$ cat config.mk
export PLATFORM = sky130hd
export DESIGN_NAME = midi_byte_to_usb_event_parser
export DESIGN_NICKNAME = d
export VERILOG_FILES = /design/src/rtl/mbup_pkg.sv /design/src/rtl/mbup_parse.sv /design/src/rtl/mbup_out_reg.sv /design/src/rtl/midi_byte_to_usb_event_parser.sv
export SDC_FILE = /design/constraint.sdc
export NUM_CORES = 1
export LEC_CHECK = 0
export BUFFER_PORTS_ARGS = -buffer_cell sky130_fd_sc_hd__buf_2
export CAP_MARGIN = 20
export CORE_UTILIZATION = 49
export DETAILED_ROUTE_END_ITERATION = 6
export PLACE_DENSITY = 0.77
export REMOVE_ABC_BUFFERS = 1
export SETUP_SLACK_MARGIN = 0.1
export SYNTH_ARGS = -nofsm -noshare
export SYNTH_HDL_FRONTEND = slang
export SYNTH_SLANG_ARGS = --single-unit
$ cat constraint.sdc
create_clock -name i_clk -period 9.4 [get_ports i_clk]
set_input_delay 0.94 -clock i_clk [delete_from_list [all_inputs] [get_ports i_clk]]
set_output_delay 0.94 -clock i_clk [all_outputs]
set_load 0.05 [all_outputs]
$ cat src/rtl/mbup_pkg.sv
// shared types and constants for the midi byte to usb event parser
`timescale 1ns / 1ps

package mbup_pkg;

    localparam int SYSEX_MAX_DEF = 46;
    localparam int COUNT_W       = 6;

    localparam logic [3:0] CABLE_RESET = 4'd1;

    // usb-midi code index numbers
    localparam logic [3:0] CIN_SYS2     = 4'h2;
    localparam logic [3:0] CIN_SYS3     = 4'h3;
    localparam logic [3:0] CIN_SYS1     = 4'h5;
    localparam logic [3:0] CIN_SYSEX    = 4'h7;
    localparam logic [3:0] CIN_NOTE_OFF = 4'h8;
    localparam logic [3:0] CIN_RT       = 4'hF;

    // status bytes
    localparam logic [7:0] ST_SYSEX     = 8'hF0;
    localparam logic [7:0] ST_MTC       = 8'hF1;
    localparam logic [7:0] ST_SONG_POS  = 8'hF2;
    localparam logic [7:0] ST_SONG_SEL  = 8'hF3;
    localparam logic [7:0] ST_UNDEF_F4  = 8'hF4;
    localparam logic [7:0] ST_UNDEF_F5  = 8'hF5;
    localparam logic [7:0] ST_TUNE      = 8'hF6;
    localparam logic [7:0] ST_EOX       = 8'hF7;
    localparam logic [7:0] ST_CLOCK     = 8'hF8;
    localparam logic [7:0] ST_UNDEF_F9  = 8'hF9;
    localparam logic [7:0] ST_START     = 8'hFA;
    localparam logic [7:0] ST_CONTINUE  = 8'hFB;
    localparam logic [7:0] ST_STOP      = 8'hFC;
    localparam logic [7:0] ST_UNDEF_FD  = 8'hFD;
    localparam logic [7:0] ST_ACT_SENSE = 8'hFE;
    localparam logic [7:0] ST_RESET     = 8'hFF;

    // channel message high nibbles
    localparam logic [3:0] NIB_NOTE_OFF = 4'h8;
    localparam logic [3:0] NIB_NOTE_ON  = 4'h9;
    localparam logic [3:0] NIB_POLY_AT  = 4'hA;
    localparam logic [3:0] NIB_CTRL     = 4'hB;
    localparam logic [3:0] NIB_PROG     = 4'hC;
    localparam logic [3:0] NIB_CHAN_AT  = 4'hD;
    localparam logic [3:0] NIB_BEND     = 4'hE;

    localparam logic [7:0] NOTE_ON_OFF_BIT = 8'h10;

    typedef struct packed {
        logic [7:0]  rx_byte;
        logic        line_error;
        logic        overrun;
        logic [31:0] arrival_time;
    } t_in_word;

    typedef struct packed {
        logic               event_valid;
        logic [7:0]         packet_header;
        logic [7:0]         midi_byte0;
        logic [7:0]         midi_byte1;
        logic [7:0]         midi_byte2;
        logic [31:0]        event_time;
        logic               sysex_write;
        logic [COUNT_W-1:0] sysex_index;
        logic [6:0]         sysex_data;
    } t_out_word;

    typedef struct packed {
        logic [7:0]         running_status;
        logic [3:0]         code_index;
        logic [6:0]         first_data;
        logic [1:0]         expected_bytes;
        logic [COUNT_W-1:0] collected_count;
        logic [31:0]        last_time;
    } t_state;

endpackage

$ cat src/rtl/mbup_parse.sv
// parser state registers and the per-byte decode logic
`timescale 1ns / 1ps

module mbup_parse #(
    parameter int SYSEX_MAX = mbup_pkg::SYSEX_MAX_DEF
) (
    input  logic                i_clk,
    input  logic                i_rst_n,
    input  logic                i_cfg_we,
    input  logic [3:0]          i_cfg_data,
    input  logic                i_step,
    input  mbup_pkg::t_in_word  i_word,
    output mbup_pkg::t_out_word o_result
);
    import mbup_pkg::*;

    t_state     r_st;
    t_state     n_st;
    logic [3:0] r_cable;
    t_out_word  w_res;

    logic [7:0]         w_b;
    logic [COUNT_W-1:0] w_cnt_inc;
    logic [7:0]         w_sb;
    logic [3:0]         w_cin;

    function automatic t_state f_clear(input t_state s);
        t_state c;
        c = s;
        c.running_status  = '0;
        c.code_index      = '0;
        c.expected_bytes  = '0;
        c.collected_count = '0;
        return c;
    endfunction

    function automatic t_state f_arm(input t_state s, input logic [3:0] cin,
                                     input logic [7:0] status, input logic [1:0] need);
        t_state c;
        c = s;
        c.code_index      = cin;
        c.running_status  = status;
        c.expected_bytes  = need;
        c.collected_count = '0;
        return c;
    endfunction

    function automatic t_out_word f_emit(input logic [3:0] cable, input logic [3:0] cin,
                                         input logic [7:0] b0, input logic [7:0] b1,
                                         input logic [7:0] b2, input logic [31:0] tm);
        t_out_word w;
        w = '0;
        w.event_valid   = 1'b1;
        w.packet_header = {cable, cin};
        w.midi_byte0    = b0;
        w.midi_byte1    = b1;
        w.midi_byte2    = b2;
        w.event_time    = tm;
        return w;
    endfunction

    assign w_b       = i_word.rx_byte;
    assign w_cnt_inc = r_st.collected_count + COUNT_W'(1);

    always_comb begin
        n_st  = r_st;
        w_res = '0;
        w_sb  = r_st.running_status;
        w_cin = r_st.code_index;
        if (i_word.line_error) begin
            n_st = f_clear(r_st);
        end else begin
            n_st.last_time = i_word.arrival_time;
            if (w_b[7]) begin
                unique case (w_b)
                    ST_CLOCK, ST_START, ST_CONTINUE, ST_STOP: begin
                        w_res = f_emit(r_cable, CIN_RT, w_b, 8'd0, 8'd0, i_word.arrival_time);
                    end
                    ST_RESET: begin
                        w_res = f_emit(r_cable, CIN_RT, w_b, 8'd0, 8'd0, i_word.arrival_time);
                        n_st  = f_clear(n_st);
                    end
                    ST_ACT_SENSE, ST_UNDEF_F9, ST_UNDEF_FD: begin
                    end
                    ST_SYSEX:    n_st = f_arm(n_st, CIN_SYSEX, ST_SYSEX, 2'd2);
                    ST_SONG_POS: n_st = f_arm(n_st, CIN_SYS3, w_b, 2'd2);
                    ST_MTC, ST_SONG_SEL: n_st = f_arm(n_st, CIN_SYS2, w_b, 2'd1);
                    ST_UNDEF_F4, ST_UNDEF_F5: n_st = f_clear(n_st);
                    ST_TUNE: begin
                        w_res = f_emit(r_cable, CIN_SYS1, w_b, 8'd0, 8'd0, i_word.arrival_time);
                        n_st  = f_clear(n_st);
                    end
                    ST_EOX: begin
                        if (r_st.running_status == ST_SYSEX && r_st.collected_count != '0) begin
                            w_res = f_emit(r_cable, CIN_SYSEX, ST_SYSEX,
                                           8'(r_st.collected_count), ST_EOX,
                                           i_word.arrival_time);
                        end
                        n_st = f_clear(n_st);
                    end
                    default: begin
                        unique case (w_b[7:4])
                            NIB_NOTE_OFF, NIB_NOTE_ON, NIB_POLY_AT, NIB_CTRL, NIB_BEND:
                                n_st = f_arm(n_st, w_b[7:4], w_b, 2'd2);
                            NIB_PROG, NIB_CHAN_AT:
                                n_st = f_arm(n_st, w_b[7:4], w_b, 2'd1);
                            default: begin
                            end
                        endcase
                    end
                endcase
            end else if (r_st.running_status == ST_SYSEX) begin
                if (r_st.collected_count >= COUNT_W'(SYSEX_MAX)) begin
                    n_st = f_clear(n_st);
                end else begin
                    w_res.sysex_write    = 1'b1;
                    w_res.sysex_index    = r_st.collected_count;
                    w_res.sysex_data     = w_b[6:0];
                    n_st.collected_count = w_cnt_inc;
                end
            end else if (r_st.expected_bytes != 2'd0) begin
                if (w_cnt_inc == {{(COUNT_W-2){1'b0}}, r_st.expected_bytes}) begin
                    // note-on with zero velocity goes out as note-off
                    if (r_st.running_status[7:4] == NIB_NOTE_ON && w_b == 8'd0) begin
                        w_cin = CIN_NOTE_OFF;
                        w_sb  = r_st.running_status & ~NOTE_ON_OFF_BIT;
                    end
                    if (r_st.expected_bytes == 2'd2) begin
                        w_res = f_emit(r_cable, w_cin, w_sb, {1'b0, r_st.first_data}, w_b,
                                       i_word.arrival_time);
                    end else begin
                        w_res = f_emit(r_cable, w_cin, w_sb, w_b, 8'd0, i_word.arrival_time);
                    end
                    if (r_st.code_index == CIN_SYS3 || r_st.code_index == CIN_SYS2) begin
                        n_st = f_clear(n_st);
                    end else begin
                        n_st.collected_count = '0;
                    end
                end else begin
                    n_st.first_data      = w_b[6:0];
                    n_st.collected_count = w_cnt_inc;
                end
            end
        end
        if (i_word.overrun) begin
            n_st = f_clear(n_st);
        end
    end

    always_ff @(posedge i_clk) begin
        if (!i_rst_n) begin
            r_st    <= '0;
            r_cable <= CABLE_RESET;
        end else begin
            if (i_step) begin
                r_st <= n_st;
            end
            if (i_cfg_we) begin
                r_cable <= i_cfg_data;
            end
        end
    end

    assign o_result = w_res;

endmodule

$ cat src/rtl/mbup_out_reg.sv
// result register with valid/stall handshake toward the consumer
`timescale 1ns / 1ps

module mbup_out_reg (
    input  logic                i_clk,
    input  logic                i_rst_n,
    input  logic                i_load,
    input  mbup_pkg::t_out_word i_word,
    output logic                o_ready,
    output logic                o_valid,
    output mbup_pkg::t_out_word o_word,
    input  logic                i_stall
);
    import mbup_pkg::*;

    logic      r_valid;
    t_out_word r_word;

    // free when empty or when the held word leaves this cycle
    assign o_ready = !r_valid || !i_stall;

    always_ff @(posedge i_clk) begin
        if (!i_rst_n) begin
            r_valid <= 1'b0;
        end else if (o_ready) begin
            r_valid <= i_load;
        end
    end

    always_ff @(posedge i_clk) begin
        if (o_ready && i_load) begin
            r_word <= i_word;
        end
    end

    assign o_valid = r_valid;
    assign o_word  = r_word;

endmodule

$ cat src/rtl/midi_byte_to_usb_event_parser.sv
// top level of the midi byte to usb-midi event packet parser
`timescale 1ns / 1ps

// Takes one received MIDI byte per word (with its line-error and overrun flags and
// arrival time) and returns exactly one result word per input word: either a 4-byte
// usb-midi event packet (header = cable number and code index), a sysex data byte with
// its buffer index for an external store, or an all-zero word when the byte completes
// nothing. A word flows through an input register, then the decode logic and the parser
// state update, then the result register, which offers it to the consumer, and one word
// is accepted every cycle while the consumer keeps up. The result register frees itself in
// the same cycle its word is taken, so throughput only drops when i_out_stall is held.
// Cable number is written through i_cfg_we / i_cfg_data (reset value 1) and must only
// change while the block is idle.
module midi_byte_to_usb_event_parser #(
    parameter int SYSEX_MAX = mbup_pkg::SYSEX_MAX_DEF
) (
    input  logic                i_clk,
    input  logic                i_rst_n,
    input  logic                i_cfg_we,
    input  logic [3:0]          i_cfg_data,
    input  logic                i_in_valid,
    input  mbup_pkg::t_in_word  i_in_word,
    output logic                o_in_stall,
    output logic                o_out_valid,
    output mbup_pkg::t_out_word o_out_word,
    input  logic                i_out_stall
);
    import mbup_pkg::*;

    // input register stage
    logic      r_in_valid;
    t_in_word  r_in_word;

    logic      w_out_ready;
    logic      w_advance;
    logic      w_accept;
    t_out_word w_result;

    // word moves from the input register into the result register
    assign w_advance  = r_in_valid && w_out_ready;
    // input stage only holds off when it is full and cannot drain
    assign o_in_stall = r_in_valid && !w_out_ready;
    assign w_accept   = i_in_valid && !o_in_stall;

    always_ff @(posedge i_clk) begin
        if (!i_rst_n) begin
            r_in_valid <= 1'b0;
        end else if (w_accept) begin
            r_in_valid <= 1'b1;
        end else if (w_advance) begin
            r_in_valid <= 1'b0;
        end
    end

    always_ff @(posedge i_clk) begin
        if (w_accept) begin
            r_in_word <= i_in_word;
        end
    end

    // decode and parser state, state commits when the word advances
    mbup_parse #(
        .SYSEX_MAX (SYSEX_MAX)
    ) u_parse (
        .i_clk      (i_clk),
        .i_rst_n    (i_rst_n),
        .i_cfg_we   (i_cfg_we),
        .i_cfg_data (i_cfg_data),
        .i_step     (w_advance),
        .i_word     (r_in_word),
        .o_result   (w_result)
    );

    // result register toward the consumer
    mbup_out_reg u_out_reg (
        .i_clk   (i_clk),
        .i_rst_n (i_rst_n),
        .i_load  (r_in_valid),
        .i_word  (w_result),
        .o_ready (w_out_ready),
        .o_valid (o_out_valid),
        .o_word  (o_out_word),
        .i_stall (i_out_stall)
    );

    // a packet and a sysex store never come from the same byte
    a_no_event_and_store: assert property (@(posedge i_clk) disable iff (!i_rst_n)
        o_out_valid |-> !(o_out_word.event_valid && o_out_word.sysex_write))
        else $error("event packet and sysex store in one word");

    // sysex stores stay inside the buffer
    a_store_in_range: assert property (@(posedge i_clk) disable iff (!i_rst_n)
        (o_out_valid && o_out_word.sysex_write) |->
            (o_out_word.sysex_index < COUNT_W'(SYSEX_MAX)))
        else $error("sysex index beyond buffer");

    // a word with no packet carries a zero header
    a_idle_header_zero: assert property (@(posedge i_clk) disable iff (!i_rst_n)
        (o_out_valid && !o_out_word.event_valid) |-> (o_out_word.packet_header == 8'd0))
        else $error("header set without a packet");

    // stall toward the producer only with a word held in the input stage
    a_stall_needs_word: assert property (@(posedge i_clk) disable iff (!i_rst_n)
        o_in_stall |-> (r_in_valid && o_out_valid && i_out_stall))
        else $error("input stalled without a held word");

endmodule

Word level (Yosys, flattened, before mapping)
Index checks and enable logic that the tools add are counted.
{"block": "word_totals", "ff_bits": 186, "input_bits": 51, "output_inout_bits": 81, "elab_cells": 109}
{"block": "classes", "add_sub_neg": 1, "order_cmp": 1, "eq_ne": 32, "muxes": 27, "n_reduce_logical": 26}
{"operator": "$mux 79", "n": 4}
{"operator": "$mux 59", "n": 5}
{"operator": "$pmux 59 s5", "n": 1}
{"operator": "$pmux 79 s3", "n": 1}
{"operator": "$eq 8x8->1 const B", "n": 17}
{"operator": "$pmux 59 s2", "n": 1}
{"operator": "$mux 65", "n": 1}
{"operator": "$mux 61", "n": 1}
{"operator": "$mux 21", "n": 2}
{"operator": "$eq 4x4->1 const B", "n": 8}
{"operator": "$mux 14", "n": 2}
{"operator": "$reduce_bool 5->1", "n": 3}
{"operator": "$reduce_or 5->1", "n": 3}
{"operator": "$mux 12", "n": 1}
{"operator": "$mux 6", "n": 2}
{"operator": "$ne 9x4->1 const B", "n": 1}
{"operator": "$eq 4x2->1 const B", "n": 2}
{"operator": "$logic_not 8->1", "n": 1}
{"operator": "$mux 7", "n": 1}
{"operator": "$reduce_and 7->1", "n": 1}
{"operator": "$reduce_or 7->1", "n": 1}
{"operator": "$add 6x1->6 const B", "n": 1}
{"operator": "$eq 6x2->1", "n": 1}
{"operator": "$ge 6x6->1 const B", "n": 1}
{"operator": "other kinds (14)", "n": 25}

Logic depth before layout (Yosys ltp)
{"block": "logic_depth", "word_depth": 9, "mapped_depth": 10, "depth_no_buf": 7}

Hierarchy
Synthesis repeated with hierarchy kept, for this count alone.
{"block": "unflattened", "cells_unflattened": 446, "hier_area_um2": 6276.0}
{"module": "mbup_parse", "n_inst": 1, "cells_per_inst": 315, "area_per_inst_um2": 2547.4, "seq_area_each_um2": 620.6}
{"module": "mbup_out_reg", "n_inst": 1, "cells_per_inst": 84, "area_per_inst_um2": 2413.6, "seq_area_each_um2": 2392.3}
{"module": "midi_byte_to_usb_event_parser", "n_inst": 1, "cells_per_inst": 47, "area_per_inst_um2": 1315.0, "seq_area_each_um2": 1281.2}

Worst setup path after synthesis
No wires, ideal clock.
{"block": "synth_timing", "path_kind": "input -> register", "startpoint": "in i_out_stall", "endpoint": "reg u_parse.r_st[49] (netlist name)", "setup_time_ns": 0.072, "arrival_ns": 9.102, "required_time_ns": 9.328, "path_slack_ns": 0.227, "cell_stages": 7, "path_buffers": 2, "path_cell_list": "a21boi_0 o41ai_1 a31oi_2 o211a_1 buf_2 buf_4 mux2i_1"}
{"block": "synth_between", "elab_chain_cells": 4}
{"item": "start, declared", "line_no": "midi_byte_to_usb_event_parser.sv:26", "text": "input logic i_out_stall"}
{"item": "$logic_not 1->1", "line_no": "mbup_out_reg.sv:20", "text": "assign o_ready = !r_valid || !i_stall;"}
{"item": "$logic_or 1x1->1", "line_no": "mbup_out_reg.sv:20"}
{"item": "$logic_and 1x1->1", "line_no": "midi_byte_to_usb_event_parser.sv:40", "text": "assign w_advance = r_in_valid && w_out_ready;"}
{"item": "$reduce_and 7->1 (no line)"}
{"item": "end signal, assigned", "line_no": "mbup_parse.sv:156", "text": "r_st <= n_st;"}
{"item": "end, declared", "line_no": "mbup_parse.sv:17", "text": "t_state r_st;"}
No other way between the ends.
A chain may end at the register's enable or synchronous reset.

Worst setup path in the final report
{"block": "layout_timing", "startpoint": "reg u_parse.r_st[32] (netlist name)", "endpoint": "reg u_out_reg.r_word, in the netlist u_out_reg.o_word[71] (data pin)"}
{"block": "layout_between", "elab_chain_cells": 6, "word_cells_on_any_way": 10, "classes_between": "add/sub (1); eq/ne (1); mux (6); reduce/logical (2)"}
{"item": "$add 6x1->6", "line_no": "mbup_parse.sv:63", "text": "assign w_cnt_inc = r_st.collected_count + COUNT_W'(1);"}
{"item": "$eq 6x2->1", "line_no": "mbup_parse.sv:122", "text": "if (w_cnt_inc == {{(COUNT_W-2){1'b0}}, r_st.expected_bytes}) begin"}
{"item": "$mux 79", "line_no": "mbup_parse.sv:122"}
{"item": "$mux 79", "line_no": "mbup_parse.sv:121", "text": "end else if (r_st.expected_bytes != 2'd0) begin"}
{"item": "$mux 65", "line_no": "mbup_parse.sv:112", "text": "end else if (r_st.running_status == ST_SYSEX) begin"}
{"item": "$mux 79 (*)", "line_no": "mbup_parse.sv:74", "text": "if (w_b[7]) begin"}
{"item": "end signal, assigned", "line_no": "mbup_out_reg.sv:32", "text": "r_word <= i_word;"}
{"item": "end, declared", "line_no": "mbup_out_reg.sv:17", "text": "t_out_word r_word;"}
Every way passes the cells marked *; elsewhere a longest branch is shown, timed or not.

==> reports/qor.csv <==
stage,metric,value,unit
outcome,status,finished clean,
logic_synthesis,Netlist cell types,59,
cts,"Setup Fix Bufs, Post-CTS",0,
finish,Register Area,4264,µm²
route,drt wl/cell,18.22,µm
route,routed wire length,14100,µm
grt,largest net degree at the start of global routing,81,
sta,skew final,0.01068,ns
finish,area of the multi-input gates,1918,µm²
logic_synthesis,Synth Area in Simple Gates,15.39,%
placement,Buffers on Ports,130,
sta,hold slack,0.4635,ns
power_and_ir_drop,PwrDens,206.3,nW/µm²
logic_synthesis,Compound-Gate Fraction of Synth Area,9.138,%
placement,Placer Congestion,0.8783,
logic_synthesis,post-synthesis xor/xnor area fraction,0.5526,%
cts,Max clock buf depth,2,
die,die height,115.7,µm
job,Max Cap Viol,0,
sta,unrepaired setup endpoints after global routing,no,
die,row count,41,
power_and_ir_drop,Comb pwr share,8.2,%
logic_synthesis,Syn Area/Cell,13.49,µm²
sta,Final Hold Fails,0,
min_path,worst hold stages,2,
logic_synthesis,Post-synth EDFFs,120,
power_and_ir_drop,sw power,421.0,µW
die,number of I/O pins,132,
grt,first-pass GRT wire length,21530,µm
logic_synthesis,ys async rst share,0,%
worst_setup_path,Startpoint Class,register,
placement,HPWL Detailed,9142,µm
min_path,worst hold-check path type,reg2reg,
route,Vias/cell,5.601,
route,via count,4335,
finish,Antenna diodes,0,
die,Core ar.,12620,µm²
die,DIE AREA,13400,µm²
logic_synthesis,Syn Inst Count,470,
logic_synthesis,main combinational cell family by area after synthesis,simple AND/OR/NAND/NOR gates,
logic_synthesis,sequential fraction of the synthesis area,67.26,%
worst_setup_path,Worst Path Arrival,3.65,ns
sta,Setup Viol. Count Final,0,
min_path,hold_sp,u_parse.r_st[47],
finish,nets@finish,643,
cts,clock root cell,clkbuf_16,
finish,Layout area overhead,21.61,%
power_and_ir_drop,Switching Share,26.48,%
die,Die Width,115.7,µm
sta,Fmax achieved,297.7,MHz
sta,Worst-Margin Slew,1.105,ns
logic_synthesis,synthesis-stage register bit count,153,
route,Post-route DRC,0,
sta,crit path time final,3.359,ns
cts,clk slew on worst S/H paths,0.07,ns
worst_setup_path,Critical Path Source,u_parse.r_st[32],
grt,vias in the first global route,4169,
cts,post-CTS sizing,0,
worst_setup_path,critical path required time,9.69,ns
logic_synthesis,post-synthesis adder-cell area fraction,0.5921,%
sta,Final Max Tran Viols,0,
sta,Final Cycle Share,35.73,%
worst_setup_path,reg2reg path depth,7,
grt,total grt overflow,0,
power_and_ir_drop,P_leak,2.857,nW
power_and_ir_drop,Clock power frac,43.1,%
route,wire length on met3,896,µm
cts,TritonCTS Buffers,17,
logic_synthesis,Post-Synthesis Cell Area,6340,µm²
cts,CTS H-tree lvls,4,
worst_setup_path,Worst Path Max Fanout,12,
worst_setup_path,Crit. End Element,register,
grt,GRT Util Overall,21.81,%
power_and_ir_drop,Pint,1.169,mW
finish,"most common cell after layout, fill and taps aside",buf_2,
worst_setup_path,worst reg2reg endpoint,u_out_reg.o_word[71],
logic_synthesis,ys flop type,edfxtp_1,
sta,Rel. slew slack,25.78,%
min_path,Min-Delay Endpoint,u_parse.r_st[47],
route,Routed met2 length,6968,µm
route,Detailed Routing Iterations Pass 1,5,
finish,most frequent cells in the layout,"buf_2, edfxtp_1, nand2_1, nor3b_1, dfxtp_1",
worst_setup_path,Crit Reg-Reg Startpoint,u_parse.r_st[32],
cts,Post-CTS Hold Fix Bufs,0,
logic_synthesis,Ys Warns,0,
power_and_ir_drop,Design Power,1.590,mW
route,Final ANT Viol Nets,0,
route,uppermost layer routed,met4,
cts,CTS tree,done,
logic_synthesis,multiplexer area fraction after synthesis,4.105,%
die,initial cell density of the core,50.24,%
sta,setup TNS,0,ns
power_and_ir_drop,sequential power share,48.7,%
cts,Clock Latency Late Sink,0.43,ns
finish,layout cells sized above 1,31.23,%
finish,fillcell total,973,
worst_setup_path,worst reg-to-reg setup slack,6.04,ns
worst_setup_path,critical path class,reg2reg,
route,met1 WL,5930,µm
power_and_ir_drop,Peak VDD IR,0.1618,mV
grt,initial antenna violation count,0,
route,1st-iter DRT viols,519,
cts,CTS sink count,153,
-- stage by stage --
step,cell area (µm²),util (%),setup slack (ns),std cells
final,7710,61.09,6.041,774
after global routing,7710,61.09,5.827,774
after CTS,7710,61.09,6.105,774
after detailed placement,7112,56.36,6.119,742
after global placement,7112,56.36,6.235,742
after floorplan,6175,-,0.1528,434
-- metal layers --
layer	vias to the layer above	track usage, %
li1	2012	-
met1	2097	28.02
met2	200	34.21
met3	26	5.910
met4	0	10.94
met5	-	0
-- worst max-delay path, cell delays in order, from the launching register on --
cell and delay [ns]:
dfxtp_1 0.53, inv_1 0.12, ha_1 0.34, xnor2_1 0.18, nand3_1 0.11, or4_1 0.68, nor3_1 0.95, a32o_1 0.30
-- logic make-up (layout without fill, tap and decap cells) --
kind of cell / after synthesis / in the layout
AO/OA/AOI/OAI: 74 / 74
XOR/XNOR: 4 / 4
adder cells (fa/ha/maj): 3 / 3
buffers and inverters: 41 / 173
flip-flops: 153 / 153
multiplexers: 26 / 26
other: 1 / 1
AND/OR/NAND/NOR: 168 / 168
-- power by group through the flow --
stage	sequential [mW]	clock, mW	combinational [mW]
after global routing	0.777	0.719	0.137
final	0.775	0.685	0.130
after global placement	0.787	0	0.129
after floorplan	0.849	0	0.0292
after CTS	0.774	0.692	0.131
after detailed placement	0.788	0	0.130
-- cell type report --
type                    instances  area share (%)
well taps                     172           2.791
inverters                       5          0.2434
clock buffers                  17           5.518
flip-flops and latches        153           55.31
multi-input cells             276           24.88
clock inverters                15           2.240
repair buffers                136           9.023
-- flip-flops by register name (all words and copies together), names as in the netlist --
| register | flops |
|---|---|
| u_out_reg.o_word | 78 |
| r_in_word | 42 |
| u_parse.r_st | 27 |
| u_parse.r_cable | 4 |
| r_in_valid | 1 |
| u_out_reg.o_valid | 1 |
-- worst max path at each step --
| stage | endpoint | cells after the start |
|---|---|---|
| 2_1_floorplan | u_parse.r_st[38] | 5 |
| 3_3_place_gp | u_out_reg.o_word[71] | 7 |
| 3_5_place_dp | u_out_reg.o_word[71] | 7 |
| 4_1_cts | u_out_reg.o_word[71] | 7 |
| 5_1_grt | u_out_reg.o_word[71] | 7 |
| 6_report | u_out_reg.o_word[71] | 7 |
-- synth_stat cells (3+ instances only) --
master,n,area share (%)
inv_1,4,0.24
ha_1,3,0.59
edfxtp_1,120,57
o21ai_0,12,0.95
o2bb2ai_1,3,0.41
nand4_1,4,0.39
nor2_1,18,1.1
a21oi_1,15,1.2
and2_1,13,1.3
a21o_1,9,1.1
o2bb2ai_2,6,1.4
o211a_1,3,0.47
nand3_1,18,1.4
o22ai_1,3,0.30
nand2_1,39,2.3
nor3_1,6,0.47
nor4_1,6,0.59
mux2i_1,26,4.1
nand4b_1,3,0.41
a31o_2,4,0.55
and3_1,3,0.30
nor2b_1,3,0.30
nand2b_1,3,0.30
or3_1,3,0.30
buf_2,6,0.47
nor3b_1,39,4.6
dfxtp_1,33,10
clkbuf_1,24,1.4
(Power assumes the default switching activity.)
